--- config.mk ---
export PLATFORM = sky130hd
export DESIGN_NAME = dfw_front
export DESIGN_NICKNAME = d
export VERILOG_FILES = /design/src/rtl/dfw_pkg.sv /design/src/rtl/dfw_front.sv
export SDC_FILE = /design/constraint.sdc
export NUM_CORES = 1
export LEC_CHECK = 0
export ABC_CLOCK_PERIOD_IN_PS = 72500
export BUFFER_PORTS_ARGS = -buffer_cell sky130_fd_sc_hd__buf_2
export CORE_MARGIN = 5
export CORE_UTILIZATION = 50
export CTS_BUF_LIST = sky130_fd_sc_hd__clkbuf_16
export DETAILED_ROUTE_END_ITERATION = 8
export GPL_TIMING_DRIVEN = 0
export PLACE_DENSITY = 0.9
export SYNTH_ARGS = -nofsm -noshare
export SYNTH_HDL_FRONTEND = slang
export SYNTH_SLANG_ARGS = --single-unit
export TNS_END_PERCENT = 20
--- constraint.sdc ---
create_clock -name i_clk -period 72.5 [get_ports i_clk]
set_clock_uncertainty 0.1 [all_clocks]
set_input_delay 10.875 -clock i_clk [delete_from_list [all_inputs] [get_ports i_clk]]
set_output_delay 10.875 -clock i_clk [all_outputs]
set_load 0.01 [all_outputs]
--- src/rtl/dfw_pkg.sv ---
package dfw_pkg;

    localparam int MaxCoeffs  = 64;
    localparam int MaxWindows = 3;
    localparam int MaxWidth   = 3;
    localparam int DataW      = 32;
    localparam int TapW       = 16;
    localparam int ProdW      = DataW + TapW;
    localparam int SumW       = ProdW + 2;
    localparam int QuotW      = SumW - 14;
    localparam int CoefW      = $clog2(MaxCoeffs);
    localparam int SlotW      = 2;
    localparam int WinW       = 2;
    localparam int CfgDataW   = TapW * MaxWidth;
    localparam int CfgIdxW    = 3;

    // Flush count after reset: (ring width of the reset configuration - 1) / 2.
    localparam logic [1:0] FlushLeftReset = 2'd1;

    typedef enum logic [CfgIdxW-1:0] {
        CFG_VECTOR_ORDER  = 3'd0,
        CFG_WINDOW_COUNT  = 3'd1,
        CFG_WINDOW_WIDTHS = 3'd2,
        CFG_WINDOW0_TAPS  = 3'd3,
        CFG_WINDOW1_TAPS  = 3'd4,
        CFG_WINDOW2_TAPS  = 3'd5,
        CFG_MAGIC_ENABLE  = 3'd6,
        CFG_MAGIC_VALUE   = 3'd7
    } t_cfg_idx;

    typedef struct packed {
        logic [5:0]                           vector_order;
        logic [1:0]                           window_count;
        logic [5:0]                           window_widths;
        logic [MaxWindows-1:0][CfgDataW-1:0]  taps;
        logic                                 magic_enable;
        logic [DataW-1:0]                     magic_value;
    } t_cfg;

    typedef struct packed {
        logic [DataW-1:0] sample;
        logic             use_prev;
        logic             wr_prev;
        logic [SlotW-1:0] slot;
        logic [SlotW-1:0] prev;
        logic [CoefW-1:0] coeff;
        logic             emit;
        logic             last;
    } t_cmd;

    function automatic logic [1:0] active_windows(input logic [1:0] cnt);
        return (cnt == 2'd0) ? 2'd1 : cnt;
    endfunction

    function automatic logic [1:0] width_of(input logic [5:0] widths, input logic [1:0] d);
        logic [1:0] w;
        w = widths[2*d +: 2];
        return (w == 2'd0) ? 2'd1 : w;
    endfunction

    function automatic logic [1:0] ring_width(input t_cfg cfg);
        logic [1:0] w;
        logic [1:0] nw;
        w  = 2'd1;
        nw = active_windows(cfg.window_count);
        for (int d = 0; d < MaxWindows; d++) begin
            if (2'(d) < nw && width_of(cfg.window_widths, 2'(d)) > w) begin
                w = width_of(cfg.window_widths, 2'(d));
            end
        end
        return w;
    endfunction

    // Slot k frames back from slot p in a ring of w slots. The pointer may
    // exceed the ring after the ring shrinks, so up to six wraps are needed.
    function automatic logic [SlotW-1:0] back_slot(input logic [SlotW-1:0] p,
                                                   input logic [1:0] k,
                                                   input logic [1:0] w);
        logic [3:0] t;
        t = 4'(p) + 4'(w) * 4'd3 - 4'(k);
        for (int s = 0; s < 6; s++) begin
            if (t >= 4'(w)) begin
                t = t - 4'(w);
            end
        end
        return t[SlotW-1:0];
    endfunction

endpackage

--- src/rtl/dfw_front.sv ---
module dfw_front (
    input  logic                       i_clk,
    input  logic                       i_rst_n,
    input  logic                       i_valid,
    output logic                       o_stall,
    input  logic [dfw_pkg::DataW-1:0]  i_sample_value,
    input  logic                       i_flush,
    input  dfw_pkg::t_cfg              i_cfg,
    input  logic                       i_cfg_we,
    input  logic                       i_full,
    output logic                       o_push,
    output dfw_pkg::t_cmd              o_cmd
);

    logic [dfw_pkg::SlotW-1:0] r_slot_ptr, n_slot_ptr;
    logic [dfw_pkg::CoefW-1:0] r_elem_cnt, n_elem_cnt;
    logic                      r_first, n_first;
    logic [1:0]                r_lead, n_lead;
    logic [1:0]                r_flush_left, n_flush_left;
    logic                      r_reload;

    logic [1:0] ring_w;
    logic [1:0] lag_r;
    logic [1:0] lag_l;
    logic [dfw_pkg::SlotW-1:0] p;
    logic [6:0] frame_len;
    logic       last;
    logic       drop;
    logic       accept;

    assign ring_w    = dfw_pkg::ring_width(i_cfg);
    assign lag_r     = (ring_w - 2'd1) >> 1;
    assign lag_l     = ring_w >> 1;
    assign p         = dfw_pkg::back_slot(r_slot_ptr, 2'd0, ring_w);
    assign frame_len = {1'b0, i_cfg.vector_order} + 7'd1;
    assign last      = ({1'b0, r_elem_cnt} + 7'd1) >= frame_len;
    assign drop      = i_flush && (r_first || r_flush_left == 2'd0);
    assign accept    = i_valid && !i_full;
    assign o_stall   = i_full;
    assign o_push    = accept && !drop;

    always_comb begin
        o_cmd.sample   = i_sample_value;
        o_cmd.use_prev = i_flush;
        o_cmd.wr_prev  = r_first && lag_l != 2'd0;
        o_cmd.slot     = p;
        o_cmd.prev     = dfw_pkg::back_slot(p, 2'd1, ring_w);
        o_cmd.coeff    = r_elem_cnt;
        o_cmd.emit     = r_lead >= lag_r;
        o_cmd.last     = last;
    end

    always_comb begin
        n_slot_ptr   = r_slot_ptr;
        n_elem_cnt   = r_elem_cnt;
        n_first      = r_first;
        n_lead       = r_lead;
        n_flush_left = r_flush_left;
        if (o_push) begin
            if (last) begin
                n_elem_cnt = '0;
                n_slot_ptr = dfw_pkg::back_slot(p, 2'd1, ring_w) == p ? p :
                             dfw_pkg::back_slot(p, 2'(ring_w - 2'd1), ring_w);
                n_first    = 1'b0;
                if (r_lead != 2'd3) begin
                    n_lead = r_lead + 2'd1;
                end
                if (i_flush) begin
                    n_flush_left = r_flush_left - 2'd1;
                end
            end else begin
                n_elem_cnt = r_elem_cnt + 1'b1;
            end
        end
        // A register write before the first item sets the flush count anew.
        if (r_reload && r_first && r_elem_cnt == '0 && r_lead == 2'd0) begin
            n_flush_left = lag_r;
        end
    end

    always_ff @(posedge i_clk) begin
        if (!i_rst_n) begin
            r_slot_ptr   <= '0;
            r_elem_cnt   <= '0;
            r_first      <= 1'b1;
            r_lead       <= '0;
            r_flush_left <= dfw_pkg::FlushLeftReset;
            r_reload     <= 1'b0;
        end else begin
            r_slot_ptr   <= n_slot_ptr;
            r_elem_cnt   <= n_elem_cnt;
            r_first      <= n_first;
            r_lead       <= n_lead;
            r_flush_left <= n_flush_left;
            r_reload     <= i_cfg_we;
        end
    end

endmodule

==> metrics.txt <==
status=finished clean; layout cells sized above 1=0.222; top post-synthesis cells by area=ha_1 16%, fa_1 7.6%, dfxtp_1 5.6%; Worst path max stage delay=780 ps; Post-CTS Setup Repair Bufs=0; relative slew slack=0.253; gp weighted congestion=0.904; clock-pin slew on the worst setup and hold paths=about 50 ps; Hold WC Path Type=register to register; grt ovf=0; post-synthesis register bit count=14; P&R area growth vs syn=11.6%; post-synth top area share=0.161; Routed WL=between 10000 and 15000 um; Arrival @ worst endpoint=31910 ps; clk sinks=14; worst-margin pin slew=1120 ps; Net count, final=1002; WL per Instance=between 10 and 15 um; Worst R2R Path Depth=about 70; hold_ws=407 ps; Die W=110 um; Post-synth EDFFs=0; Sum Neg Setup Slack=0 ps; unrepaired setup endpoints after global routing=no; gr usage total=0.199; maxcap violations=0; largest family of logic cells by synthesized area=compound AO/OA/AOI/OAI gates; adder-cell share of the synthesized area=0.237; crit path max fanout=26; htree depth=1; CTS resizes=0; HP Start=r_first; first-pass GRT wire length=approximately 20000 um; Clock Latency Late Sink=250 ps; post-DP HPWL=between 9000 and 10000 um; die height=110 um; # IOs=approximately 280; Seq/Total Area, Yosys=0.0563; max frequency=between 20 and 25 MHz; Via density=5.75; Crit-path slowest cell=o21ai_0; DRT Pass-1 Iters=5; Via Count=approximately 4700; Worst Setup SP=i_cfg[177]; Worst Setup Start Kind=input pin; Synth Net Count=approximately 930; post-synthesis mux area share=0.0674; post-route ant nets=0; CP most frequent cell=ha_1; Final min period=42880 ps; Post-Synth XOR/XNOR Area=0.0711; fillers=slightly below 900; most frequent cells in the layout=67 x buf_2, 64 x ha_1, 50 x inv_1; die footprint=roughly 12000 um2; commonest non-fill, non-tap cell in the layout=buf_2; Cell Count, Final, Fillers Out=approximately 800; IO buf count=66; Iter 0 DRT Violations=353; CP delay by family, top=adder cells; Synth Area per Inst=just over 8 um2; async set-reset flop share out of synthesis=0; hold depth=2; maximum clock path buffer count=2; diodes inserted=0; Worst setup EP type=primary output; drt drc=0; Synth Instances=619; simple-gate portion of the synthesized area=0.199; row cnt=36; largest area contributor in the netlist=ha_1; initial antenna violation count=0; Final Cycle Share=0.591; Main synth FF type=dfxtp_1; Starting Density=0.512; complex-gate fraction of the synthesized area=0.263; core area=9730 um2; Worst Path Required=61530 ps; worst reg2reg path startpoint=r_slot_ptr[0]; Cells after DPL=between 800 and 900; Final Hold Viols=0; kind of critical path=input pin to primary output; hold-fix buffers at CTS=0; largest net degree at the start of global routing=34; Mapped Area=4980 um2; # setup viols final=0; Buf/Inv on CP=14; total stage count of the critical path=83; CTS tree=done; synth unique cells=91; max-slew violation count=0; synth warn=0; CTS Buf Count=3; vias in the first global route=4550; CTS Root Cell=clkbuf_16
[worst paths after layout]
kind                                       to  slack, ps
worst min-delay path                  r_first        410
worst min register to register        r_first        410
worst max-delay path                 o_cmd[9]      29620
worst max register to register  r_slot_ptr[1]      53600
[registers in the layout, indices dropped and copies added, names as in the netlist]
register and count:
r_elem_cnt 6, r_first 1, r_flush_left 2, r_lead 2, r_reload 1, r_slot_ptr 2
[synthesized netlist by cell type, types with 6 or more instances]
cell type and count:
o21ai_0 26, clkbuf_1 9, buf_4 35, nand3_1 20, dfxtp_1 14, ha_1 64
nand2b_1 16, nor2_1 34, a21o_1 9, o2111ai_1 7, nand2_1 46, mux2_2 11
nor3_1 10, and3_1 9, xor2_1 12, inv_1 51, a21oi_1 35, xnor2_1 16
and2_1 6, nor2b_1 16, a211o_1 7, mux2i_1 10, fa_1 19
[metal layers]
layer  routed length [um]  GRT usage
met1                 5060      0.232
met2                 6050      0.361
met3                  598     0.0258
met4                  466     0.0864
met5                    0          0
[cell families (layout without fill, tap and decap cells)]
| family | count (synthesis) | in the layout |
|---|---|---|
| simple gates | 190 | 190 |
| compound gates | 169 | 169 |
| buf+inv | 102 | 172 |
| fa+ha+maj | 83 | 83 |
| xor+xnor | 34 | 34 |
| mux | 27 | 27 |
| flops | 14 | 14 |
[tightest hold or removal path, delay by kind of cell, from the launching register on]
kind / cells / cell delay [ps]
AND/OR/NAND/NOR: 2 / 130
flip-flops: 1 / 330
[area by class of cell]
type | instances | area [um2] | area share
Timing Repair Buffer | 66 | 330 | 0.0595
Multi-Input combinational cell | 503 | 4170 | 0.750
Tap cell | 133 | 166 | 0.0300
Sequential cell | 14 | 280 | 0.0505
Inverter | 54 | 203 | 0.0365
Clock inverter | 1 | 3.75 | 0.000676
Buffer | 48 | 328 | 0.0590
Clock buffer | 3 | 75.1 | 0.0135
[stage by stage]
step                worst slack (ps)  area, um2  utilization
global placement               30230       5480        0.563
CTS                            29600       5550        0.571
global route                   27990       5550        0.571
finish                         29620       5550        0.571
floorplan                      32540       4980            -
detailed placement             29610       5480        0.563
Power is left out: the tool's default activity adds up to more than one toggle a clock period on the data nets, which glitch-free logic cannot reach.
