<file path="src/rtl/dfw_pkg.sv">
package dfw_pkg;

    localparam int MaxCoeffs  = 64;
    localparam int MaxWindows = 3;
    localparam int MaxWidth   = 3;
    localparam int DataW      = 32;
    localparam int TapW       = 16;
    localparam int ProdW      = DataW + TapW;
    localparam int SumW       = ProdW + 2;
    localparam int QuotW      = SumW - 14;
    localparam int CoefW      = $clog2(MaxCoeffs);
    localparam int SlotW      = 2;
    localparam int WinW       = 2;
    localparam int CfgDataW   = TapW * MaxWidth;
    localparam int CfgIdxW    = 3;

    // Flush count after reset: (ring width of the reset configuration - 1) / 2.
    localparam logic [1:0] FlushLeftReset = 2'd1;

    typedef enum logic [CfgIdxW-1:0] {
        CFG_VECTOR_ORDER  = 3'd0,
        CFG_WINDOW_COUNT  = 3'd1,
        CFG_WINDOW_WIDTHS = 3'd2,
        CFG_WINDOW0_TAPS  = 3'd3,
        CFG_WINDOW1_TAPS  = 3'd4,
        CFG_WINDOW2_TAPS  = 3'd5,
        CFG_MAGIC_ENABLE  = 3'd6,
        CFG_MAGIC_VALUE   = 3'd7
    } t_cfg_idx;

    typedef struct packed {
        logic [5:0]                           vector_order;
        logic [1:0]                           window_count;
        logic [5:0]                           window_widths;
        logic [MaxWindows-1:0][CfgDataW-1:0]  taps;
        logic                                 magic_enable;
        logic [DataW-1:0]                     magic_value;
    } t_cfg;

    typedef struct packed {
        logic [DataW-1:0] sample;
        logic             use_prev;
        logic             wr_prev;
        logic [SlotW-1:0] slot;
        logic [SlotW-1:0] prev;
        logic [CoefW-1:0] coeff;
        logic             emit;
        logic             last;
    } t_cmd;

    function automatic logic [1:0] active_windows(input logic [1:0] cnt);
        return (cnt == 2'd0) ? 2'd1 : cnt;
    endfunction

    function automatic logic [1:0] width_of(input logic [5:0] widths, input logic [1:0] d);
        logic [1:0] w;
        w = widths[2*d +: 2];
        return (w == 2'd0) ? 2'd1 : w;
    endfunction

    function automatic logic [1:0] ring_width(input t_cfg cfg);
        logic [1:0] w;
        logic [1:0] nw;
        w  = 2'd1;
        nw = active_windows(cfg.window_count);
        for (int d = 0; d < MaxWindows; d++) begin
            if (2'(d) < nw && width_of(cfg.window_widths, 2'(d)) > w) begin
                w = width_of(cfg.window_widths, 2'(d));
            end
        end
        return w;
    endfunction

    // Slot k frames back from slot p in a ring of w slots. The pointer may
    // exceed the ring after the ring shrinks, so up to six wraps are needed.
    function automatic logic [SlotW-1:0] back_slot(input logic [SlotW-1:0] p,
                                                   input logic [1:0] k,
                                                   input logic [1:0] w);
        logic [3:0] t;
        t = 4'(p) + 4'(w) * 4'd3 - 4'(k);
        for (int s = 0; s < 6; s++) begin
            if (t >= 4'(w)) begin
                t = t - 4'(w);
            end
        end
        return t[SlotW-1:0];
    endfunction

endpackage

</file>
<file path="src/rtl/dfw_queue.sv">
module dfw_queue (
    input  logic          i_clk,
    input  logic          i_rst_n,
    input  logic          i_push,
    input  dfw_pkg::t_cmd i_cmd,
    input  logic          i_pop,
    output logic          o_full,
    output logic          o_empty,
    output dfw_pkg::t_cmd o_head
);

    dfw_pkg::t_cmd r_q [2];
    logic          r_wp;
    logic          r_rp;
    logic [1:0]    r_cnt;

    assign o_full  = r_cnt == 2'd2;
    assign o_empty = r_cnt == 2'd0;
    assign o_head  = r_q[r_rp];

    always_ff @(posedge i_clk) begin
        if (i_push) begin
            r_q[r_wp] <= i_cmd;
        end
    end

    always_ff @(posedge i_clk) begin
        if (!i_rst_n) begin
            r_wp  <= 1'b0;
            r_rp  <= 1'b0;
            r_cnt <= '0;
        end else begin
            if (i_push) begin
                r_wp <= !r_wp;
            end
            if (i_pop) begin
                r_rp <= !r_rp;
            end
            r_cnt <= r_cnt + 2'(i_push) - 2'(i_pop);
        end
    end

`ifndef SYNTHESIS
    a_no_overflow: assert property (@(posedge i_clk) disable iff (!i_rst_n)
        i_push |-> !o_full || i_pop) else $error("queue overflow");
    a_no_underflow: assert property (@(posedge i_clk) disable iff (!i_rst_n)
        i_pop |-> !o_empty) else $error("queue underflow");
`endif

endmodule

</file>
<file path="config.mk">
export PLATFORM = sky130hd
export DESIGN_NAME = dfw_queue
export DESIGN_NICKNAME = d
export VERILOG_FILES = /design/src/rtl/dfw_pkg.sv /design/src/rtl/dfw_queue.sv
export SDC_FILE = /design/constraint.sdc
export NUM_CORES = 1
export LEC_CHECK = 0
export BUFFER_PORTS_ARGS = -buffer_cell sky130_fd_sc_hd__buf_4
export CAP_MARGIN = 20
export CELL_PAD_IN_SITES_DETAIL_PLACEMENT = 1
export CELL_PAD_IN_SITES_GLOBAL_PLACEMENT = 2
export CORE_UTILIZATION = 38
export DETAILED_ROUTE_END_ITERATION = 10
export GPL_ROUTABILITY_DRIVEN = 0
export PLACE_DENSITY_LB_ADDON = 0.25
export SYNTH_ARGS = -nofsm -noshare
export SYNTH_HDL_FRONTEND = slang
export SYNTH_SLANG_ARGS = --single-unit
</file>
<file path="constraint.sdc">
create_clock -name i_clk -period 3.5 [get_ports i_clk]
set_clock_uncertainty 0.1 [all_clocks]
set_input_delay 0 -clock i_clk [delete_from_list [all_inputs] [get_ports i_clk]]
set_output_delay 0 -clock i_clk [all_outputs]
set_load 0.1 [all_outputs]
</file>
==> metrics.txt, run 1 <==
# TYPE chip_impl_metric gauge
chip_impl_info{name="status",value="complete, no violations"} 1
chip_impl_metric{name="total_power_consumption_of_the_routed_design",unit="mW"} 2.98
chip_impl_metric{name="antenna_found_initial",unit=""} 0
chip_impl_metric{name="worstHoldPathCells",unit=""} 2
chip_impl_info{name="critical_path.endpoint_type",value="primary output"} 1
chip_impl_metric{name="die_area",unit="mm^2"} 0.0103
chip_impl_metric{name="postSynthCellCount",unit=""} 164
chip_impl_metric{name="starting_utilization_of_the_core_area",unit=""} 0.398
chip_impl_metric{name="ir_drop_worst_vdd",unit="uV"} 255
chip_impl_metric{name="p_leak",unit="nW"} 2.11
chip_impl_metric{name="clk_transition_reported_paths",unit="ns"} 0.09
chip_impl_metric{name="path_max_fanout",unit=""} 22
chip_impl_metric{name="synth-seq-cells",unit=""} 97
chip_impl_metric{name="setup_tns",unit="ns"} 0
chip_impl_metric{name="drt_drc_violations_left",unit=""} 0
chip_impl_info{name="clockRootBuffer",value="sky130_fd_sc_hd__clkbuf_8"} 1
chip_impl_metric{name="grt_max_degree",unit=""} 29
chip_impl_metric{name="timing.reg2reg.worst_path_depth",unit=""} 2
chip_impl_metric{name="syn-cell-area",unit="mm^2"} 0.00375
chip_impl_metric{name="drive_gt1_frac",unit=""} 0.503
chip_impl_metric{name="swShare",unit=""} 0.329
chip_impl_info{name="regToRegStartpoint",value="r_wp"} 1
chip_impl_metric{name="dieWidth",unit="um"} 101
chip_impl_metric{name="power_density",unit="mW/mm^2"} 561
chip_impl_metric{name="count_of_final_hold_check_violations",unit=""} 0
chip_impl_metric{name="max_clock_freq",unit="GHz"} 0.438
chip_impl_info{name="grt_setup_unrepaired",value="false"} 1
chip_impl_info{name="worstSetupPathType",value="reg -> out"} 1
chip_impl_metric{name="placementRows",unit=""} 35
chip_impl_metric{name="routedWlPerCell",unit="um"} 15.5
chip_impl_metric{name="dieHeight",unit="um"} 101
chip_impl_metric{name="placed_area",unit="mm^2"} 0.00460
chip_impl_metric{name="clock_power_share",unit=""} 0.263
chip_impl_metric{name="post_cts.repair.setup_buffers",unit=""} 0
chip_impl_metric{name="netSwitchingPower",unit="mW"} 0.980
chip_impl_info{name="hold_class",value="in -> reg"} 1
chip_impl_metric{name="timing.critical_path.arrival",unit="ns"} 2.18
chip_impl_metric{name="nets",unit=""} 373
chip_impl_metric{name="power.share.combinational",unit=""} 0.277
chip_impl_info{name="clock_tree_from_tritoncts",value="built"} 1
chip_impl_metric{name="ioPinCount",unit=""} 98
chip_impl_metric{name="cell_internal_pwr",unit="mW"} 2.00
chip_impl_metric{name="routed_via_density",unit=""} 4.41
chip_impl_metric{name="core_area",unit="mm^2"} 0.00942
chip_impl_metric{name="synth_nets",unit=""} 216
chip_impl_metric{name="maxSlewHeadroom",unit=""} 0.508
chip_impl_info{name="worstSetupStartpointType",value="register"} 1
chip_impl_metric{name="route.vias.total",unit=""} 2008
chip_impl_metric{name="port_buffers",unit=""} 97
chip_impl_metric{name="cts_num_sinks",unit=""} 97
chip_impl_metric{name="grt_pass1_wl",unit="mm"} 10.9
chip_impl_metric{name="drt_iter0_markers",unit=""} 68
chip_impl_metric{name="antenna_cell_count",unit=""} 0
chip_impl_metric{name="synthesis.area_per_instance",unit="um^2"} 22.8
chip_impl_metric{name="dpl.hpwl",unit="mm"} 4.29
chip_impl_info{name="synth_area_leader_cell",value="sky130_fd_sc_hd__edfxtp_1"} 1
chip_impl_metric{name="setup-violations-final",unit=""} 0
chip_impl_metric{name="power.sequential.fraction",unit=""} 0.460
chip_impl_metric{name="post-route-cell-area",unit="mm^2"} 0.00532
chip_impl_metric{name="drt_wl_total",unit="mm"} 7.04
chip_impl_metric{name="yosysSeqAreaShare",unit=""} 0.764
chip_impl_metric{name="crit_required",unit="ns"} 3.40
chip_impl_metric{name="drv_cap",unit=""} 0
chip_impl_metric{name="grt_overflow_total",unit=""} 0
chip_impl_metric{name="syn_to_final_growth",unit="%"} 41.9
chip_impl_metric{name="final-max-slew-violation-count",unit=""} 0
chip_impl_metric{name="number_of_levels_the_h_tree_was_split_into",unit=""} 3
chip_impl_metric{name="clk_path_buf_depth",unit=""} 2
chip_impl_metric{name="post_synth_num_cell_types",unit=""} 14
chip_impl_metric{name="gr-usage-all-layers",unit=""} 0.144
chip_impl_metric{name="synth_top_area_frac",unit=""} 0.737
chip_impl_metric{name="worst-slew-pin-transition",unit="ns"} 0.738
chip_impl_metric{name="synth.yosys.warnings",unit=""} 0
chip_impl_metric{name="firstDrtPassIters",unit=""} 4
chip_impl_info{name="worstHoldStart",value="i_cmd[18]"} 1
chip_impl_metric{name="worst_skew_pair.late_latency",unit="ns"} 0.34
chip_impl_metric{name="cts_buffers",unit=""} 9
chip_impl_metric{name="layout_worst_path_cycle_share",unit=""} 0.652
chip_impl_metric{name="route.antenna.remaining_nets",unit=""} 0
chip_impl_metric{name="min_period",unit="ns"} 2.28
chip_impl_metric{name="grt_pass1_vias",unit=""} 2209
chip_impl_info{name="netlist_top_cells_area",value="sky130_fd_sc_hd__edfxtp_1 (74%), sky130_fd_sc_hd__mux2_4 (16%), sky130_fd_sc_hd__dfxtp_1 (2.7%)"} 1
==> logic make-up after synthesis <==
logic type,synth area share
DFF,0.764
muxes,0.178
and+or+nand+nor,0.0144
buffers and inverters,0.0264
xor gates and xnor gates,0.00835
adders and majority gates,0.00668
AOI/OAI and AO/OA,0.00200
==> what timing repair did <==
action,CTS,global route
endpoints found under the hold margin,97,0
hold buffers,50,0
resized for setup,0,0
==> power by group through the flow <==
stage,Combinational [mW],Sequential (mW),Clock [mW]
2_1_floorplan,0.647,1.38,0
3_3_place_gp,0.777,1.40,0
3_5_place_dp,0.783,1.40,0
4_1_cts,0.831,1.37,0.812
5_1_grt,0.853,1.38,0.849
6_report,0.826,1.37,0.785
==> stage by stage <==
step           hold WS, ns  setup slack (ns)   util  instances
2_1_floorplan     -0.00113             0.556      -        164
4_1_cts              0.252              1.16  0.565        455
3_3_place_gp        0.0848              1.57  0.486        388
5_1_grt              0.261              1.09  0.565        455
3_5_place_dp        0.0889              1.57  0.488        389
6_report             0.272              1.22  0.565        455
==> final cells by class <==
type	count	area (um^2)
Timing Repair Buffer	151	1270
Sequential cell	97	2860
Clock inverter	6	90.1
Tap cell	129	161
Clock buffer	10	128
Inverter	2	7.51
Multi-Input combinational cell	60	795
Fill cell	882	4100
==> registers in the layout (all words and copies together) (netlist names), named ones only <==
signal  flops
r_cnt       2
r_wp        1
r_rp        1
r_q        92
==> cell usage in the layout (no fill, tap or decap) <==
master                          synthesis  final
sky130_fd_sc_hd__and2_1                 4      3
sky130_fd_sc_hd__and2_2                 0      1
sky130_fd_sc_hd__buf_12                 4      1
sky130_fd_sc_hd__buf_4                  0    100
sky130_fd_sc_hd__bufinv_16              0      2
sky130_fd_sc_hd__clkbuf_1               0      1
sky130_fd_sc_hd__clkbuf_8               0      9
sky130_fd_sc_hd__clkinv_1               0      1
sky130_fd_sc_hd__clkinv_4               0      1
sky130_fd_sc_hd__dfxtp_1                5      4
sky130_fd_sc_hd__dfxtp_2                0      1
sky130_fd_sc_hd__dlygate4sd3_1          0     50
sky130_fd_sc_hd__edfxtp_1              92     92
sky130_fd_sc_hd__ha_1                   2      2
sky130_fd_sc_hd__inv_1                  2      2
sky130_fd_sc_hd__inv_6                  0      2
sky130_fd_sc_hd__mux2_2                 6      6
sky130_fd_sc_hd__mux2_4                40     40
sky130_fd_sc_hd__nor2_1                 1      1
sky130_fd_sc_hd__nor2b_1                4      3
sky130_fd_sc_hd__nor2b_4                0      1
sky130_fd_sc_hd__o21a_1                 1      1
sky130_fd_sc_hd__xnor3_1                1      1
sky130_fd_sc_hd__xor2_1                 1      1
==> worst max-delay path, cell delays in order, from the launching register on <==
cell and delay (ns):
sky130_fd_sc_hd__dfxtp_2 0.82, sky130_fd_sc_hd__buf_4 0.40, sky130_fd_sc_hd__mux2_2 0.38, sky130_fd_sc_hd__buf_4 0.23
==> cells in the mapped netlist <==
master / instances
sky130_fd_sc_hd__mux2_2: 6
sky130_fd_sc_hd__buf_6: 1
sky130_fd_sc_hd__inv_1: 2
sky130_fd_sc_hd__nor2b_1: 4
sky130_fd_sc_hd__dfxtp_1: 5
sky130_fd_sc_hd__xnor3_1: 1
sky130_fd_sc_hd__xor2_1: 1
sky130_fd_sc_hd__mux2_4: 40
sky130_fd_sc_hd__o21a_1: 1
sky130_fd_sc_hd__edfxtp_1: 92
sky130_fd_sc_hd__buf_12: 4
sky130_fd_sc_hd__and2_1: 4
sky130_fd_sc_hd__nor2_1: 1
sky130_fd_sc_hd__ha_1: 2
==> metal layers <==
layer  GRT usage  routed length, um  share of wire
met1       0.165               2900           0.41
met2       0.262               3750           0.53
met3      0.0380                307          0.044
met4      0.0502                 79          0.011
met5           0                  0              0
==> path summary, 6_finish.rpt <==
kind                 to  slack [ns]
max           o_head[0]        1.22
min          r_q[1][18]        0.27
max reg2reg  r_q[0][41]        1.67
min reg2reg        r_rp        0.49
No activity file was read; power rests on OpenSTA's default activity.
==> inputs of run 2 (changes only) <==
Settings changed: CORE_UTILIZATION 38 to 35.
Clock period 3.5 ns to 1.9 ns, I/O delays scaled along.
==> run 2 against run 1 <==
Via count is 0.70% higher. Cell count rose by 2.0%. Hold slack worse by 0.010 ns. Critical endpoint is now o_head[9]. Sequential share of layout area up 0.064 points. Worst setup slack got worse by 1.1 ns. Register-to-register slack lost 1.3 ns. Wire length grew 6.9%. Die area is 8.4% higher. Sequential power rose by 82%. First-iteration DRC count fell by 53%. Flip-flop and latch count unchanged. Largest cell class unchanged. Clock-buffer cell count is the same.
==> metrics.txt, run 2 (synthesis gave the netlist of run 1 again) <==
# TYPE chip_impl_metric gauge
chip_impl_metric{name="port_buffers",unit=""} 97
chip_impl_metric{name="drt_iter0_markers",unit=""} 32
chip_impl_metric{name="drv_cap",unit=""} 0
chip_impl_metric{name="p_leak",unit="nW"} 2.09
chip_impl_metric{name="cts_num_sinks",unit=""} 97
chip_impl_metric{name="count_of_final_hold_check_violations",unit=""} 0
chip_impl_info{name="worstSetupPathType",value="reg -> out"} 1
chip_impl_metric{name="starting_utilization_of_the_core_area",unit=""} 0.361
chip_impl_metric{name="grt_pass1_wl",unit="mm"} 11.8
chip_impl_metric{name="timing.reg2reg.worst_path_depth",unit=""} 3
chip_impl_metric{name="ir_drop_worst_vdd",unit="uV"} 493
chip_impl_metric{name="drive_gt1_frac",unit=""} 0.503
chip_impl_metric{name="hold_buffers",unit=""} 50
chip_impl_metric{name="filler_cell_count",unit=""} 997
chip_impl_metric{name="final-max-slew-violation-count",unit=""} 0
chip_impl_metric{name="path_max_fanout",unit=""} 20
chip_impl_metric{name="drt_wl_total",unit="mm"} 7.52
chip_impl_metric{name="cts_buffers",unit=""} 9
chip_impl_info{name="clock_tree_from_tritoncts",value="built"} 1
chip_impl_info{name="mostFrequentLayoutCell",value="sky130_fd_sc_hd__buf_4"} 1
chip_impl_metric{name="route.antenna.remaining_nets",unit=""} 0
chip_impl_metric{name="clk_path_buf_depth",unit=""} 2
chip_impl_metric{name="dpl.hpwl",unit="mm"} 4.52
chip_impl_metric{name="ioPinCount",unit=""} 98
chip_impl_info{name="worstSetupStartpointType",value="register"} 1
chip_impl_metric{name="layout_setup_ws",unit="ns"} 0.120
chip_impl_metric{name="crit_required",unit="ns"} 1.80
chip_impl_metric{name="syn_to_final_growth",unit="%"} 41.7
chip_impl_info{name="top_regs",value="r_q x92, r_cnt x2"} 1
chip_impl_info{name="status",value="complete, no violations"} 1
chip_impl_info{name="crit-reg2reg-capture",value="r_wp"} 1
chip_impl_metric{name="power_density",unit="mW/mm^2"} 983
chip_impl_metric{name="dieHeight",unit="um"} 105
chip_impl_metric{name="antenna_cell_count",unit=""} 0
chip_impl_metric{name="antenna_found_initial",unit=""} 0
chip_impl_metric{name="maxSlewHeadroom",unit=""} 0.732
chip_impl_metric{name="routed_via_density",unit=""} 4.36
chip_impl_metric{name="grt_max_degree",unit=""} 27
chip_impl_metric{name="max_clock_freq",unit="GHz"} 0.562
chip_impl_metric{name="timing.critical_path.arrival",unit="ns"} 1.68
chip_impl_metric{name="drt_drc_violations_left",unit=""} 0
chip_impl_info{name="top_register_by_number_of_flip_flops",value="r_q"} 1
chip_impl_metric{name="setup-violations-final",unit=""} 0
chip_impl_metric{name="clk_transition_reported_paths",unit="ns"} 0.09
chip_impl_metric{name="placementRows",unit=""} 37
chip_impl_metric{name="firstDrtPassIters",unit=""} 3
chip_impl_metric{name="nets",unit=""} 375
chip_impl_metric{name="core_area",unit="mm^2"} 0.0104
chip_impl_metric{name="setup_tns",unit="ns"} 0
chip_impl_info{name="grt_setup_unrepaired",value="false"} 1
chip_impl_metric{name="die_area",unit="mm^2"} 0.0111
chip_impl_info{name="worstHoldStart",value="i_cmd[6]"} 1
chip_impl_metric{name="largest_register_ffs",unit=""} 92
chip_impl_metric{name="post_cts_resize_count",unit=""} 0
chip_impl_metric{name="worst_skew_pair.late_latency",unit="ns"} 0.35
chip_impl_metric{name="sequential_cell_area",unit="mm^2"} 0.00286
chip_impl_metric{name="total_power_consumption_of_the_routed_design",unit="mW"} 5.22
chip_impl_metric{name="setup.reg_to_reg.worst_slack",unit="ns"} 0.32
chip_impl_metric{name="worst-slew-pin-transition",unit="ns"} 0.401
chip_impl_metric{name="route.vias.total",unit=""} 2022
chip_impl_metric{name="pre_cts_ws",unit="ns"} 0.406
chip_impl_metric{name="post_cts.repair.setup_buffers",unit=""} 0
chip_impl_metric{name="layout_worst_path_cycle_share",unit=""} 0.937
chip_impl_info{name="hold_class",value="in -> reg"} 1
chip_impl_info{name="critical_path.endpoint_type",value="primary output"} 1
chip_impl_metric{name="grt_overflow_total",unit=""} 0
chip_impl_metric{name="routedWlPerCell",unit="um"} 16.2
chip_impl_metric{name="min_period",unit="ns"} 1.78
chip_impl_info{name="clockRootBuffer",value="sky130_fd_sc_hd__clkbuf_8"} 1
chip_impl_metric{name="number_of_levels_the_h_tree_was_split_into",unit=""} 3
chip_impl_metric{name="dieWidth",unit="um"} 105
chip_impl_metric{name="grt_pass1_vias",unit=""} 2337
chip_impl_info{name="hold_end",value="r_q[0][6]"} 1
chip_impl_metric{name="multi_input_area",unit="um^2"} 795
chip_impl_metric{name="gr-usage-all-layers",unit=""} 0.147
chip_impl_info{name="regToRegStartpoint",value="r_wp"} 1
chip_impl_metric{name="worstHoldPathCells",unit=""} 2
chip_impl_info{name="layout.cells.most_common_list",value="sky130_fd_sc_hd__buf_4 (100), sky130_fd_sc_hd__edfxtp_1 (92), sky130_fd_sc_hd__dlygate4sd3_1 (50)"} 1
## run 2: changes by cell type in the layout (fill, tap and decap cells not counted), sizes merged
cell	before	now
buf	101	103
clkinvlp	0	3
inv	4	2
clkinv	2	3
bufinv	2	0
## run 2: power by group
part	switching (mW)	internal (mW)
combinational	1.08	0.484
clock	0.689	0.465
sequential	0.0367	2.47
total	1.80	3.42
## run 2: layout make-up
type / count / area share
repair buffers: 153 / 0.247
well taps: 136 / 0.0320
clock inverters: 6 / 0.00660
multi-input cells: 60 / 0.150
clock buffers: 10 / 0.0240
inverters: 2 / 0.00141
flip-flops and latches: 97 / 0.539
## run 2: worst max path at each step
stage	from	endpoint	slack [ns]	cells after the start
floorplan	r_cnt[1]	o_full	0.09	1
global placement	r_cnt[0]	r_cnt[1]	0.47	6
detailed placement	r_cnt[0]	r_cnt[1]	0.41	6
CTS	register	o_head[12]	0.08	3
global route	register	o_head[9]	0.03	3
finish	register	o_head[9]	0.12	3
## run 2: routing by layer
layer  vias to the layer above  global-route usage  part of all wire  wire (um)
met4                         0              0.0855             0.022        167
li1                        950                   -                 -          -
met1                       997               0.156              0.39       2950
met5                         -                   0                 0          0
met3                        12              0.0291             0.043        327
met2                        63               0.268              0.54       4080
## run 2: through the flow
stage           util  hold WS [ns]  cells  instance area, um^2
2_1_floorplan      -      -0.00113    164                 3760
3_3_place_gp   0.448        0.0856    398                 4650
3_5_place_dp   0.448        0.0885    398                 4650
4_1_cts        0.512         0.236    464                 5310
5_1_grt        0.512         0.247    464                 5310
6_report       0.512         0.262    464                 5310
## run 2: worst max-delay path: stages, from the launching register on
cell and delay (ns):
sky130_fd_sc_hd__dfxtp_2 0.36, sky130_fd_sc_hd__buf_4 0.36, sky130_fd_sc_hd__mux2_4 0.35, sky130_fd_sc_hd__buf_4 0.24
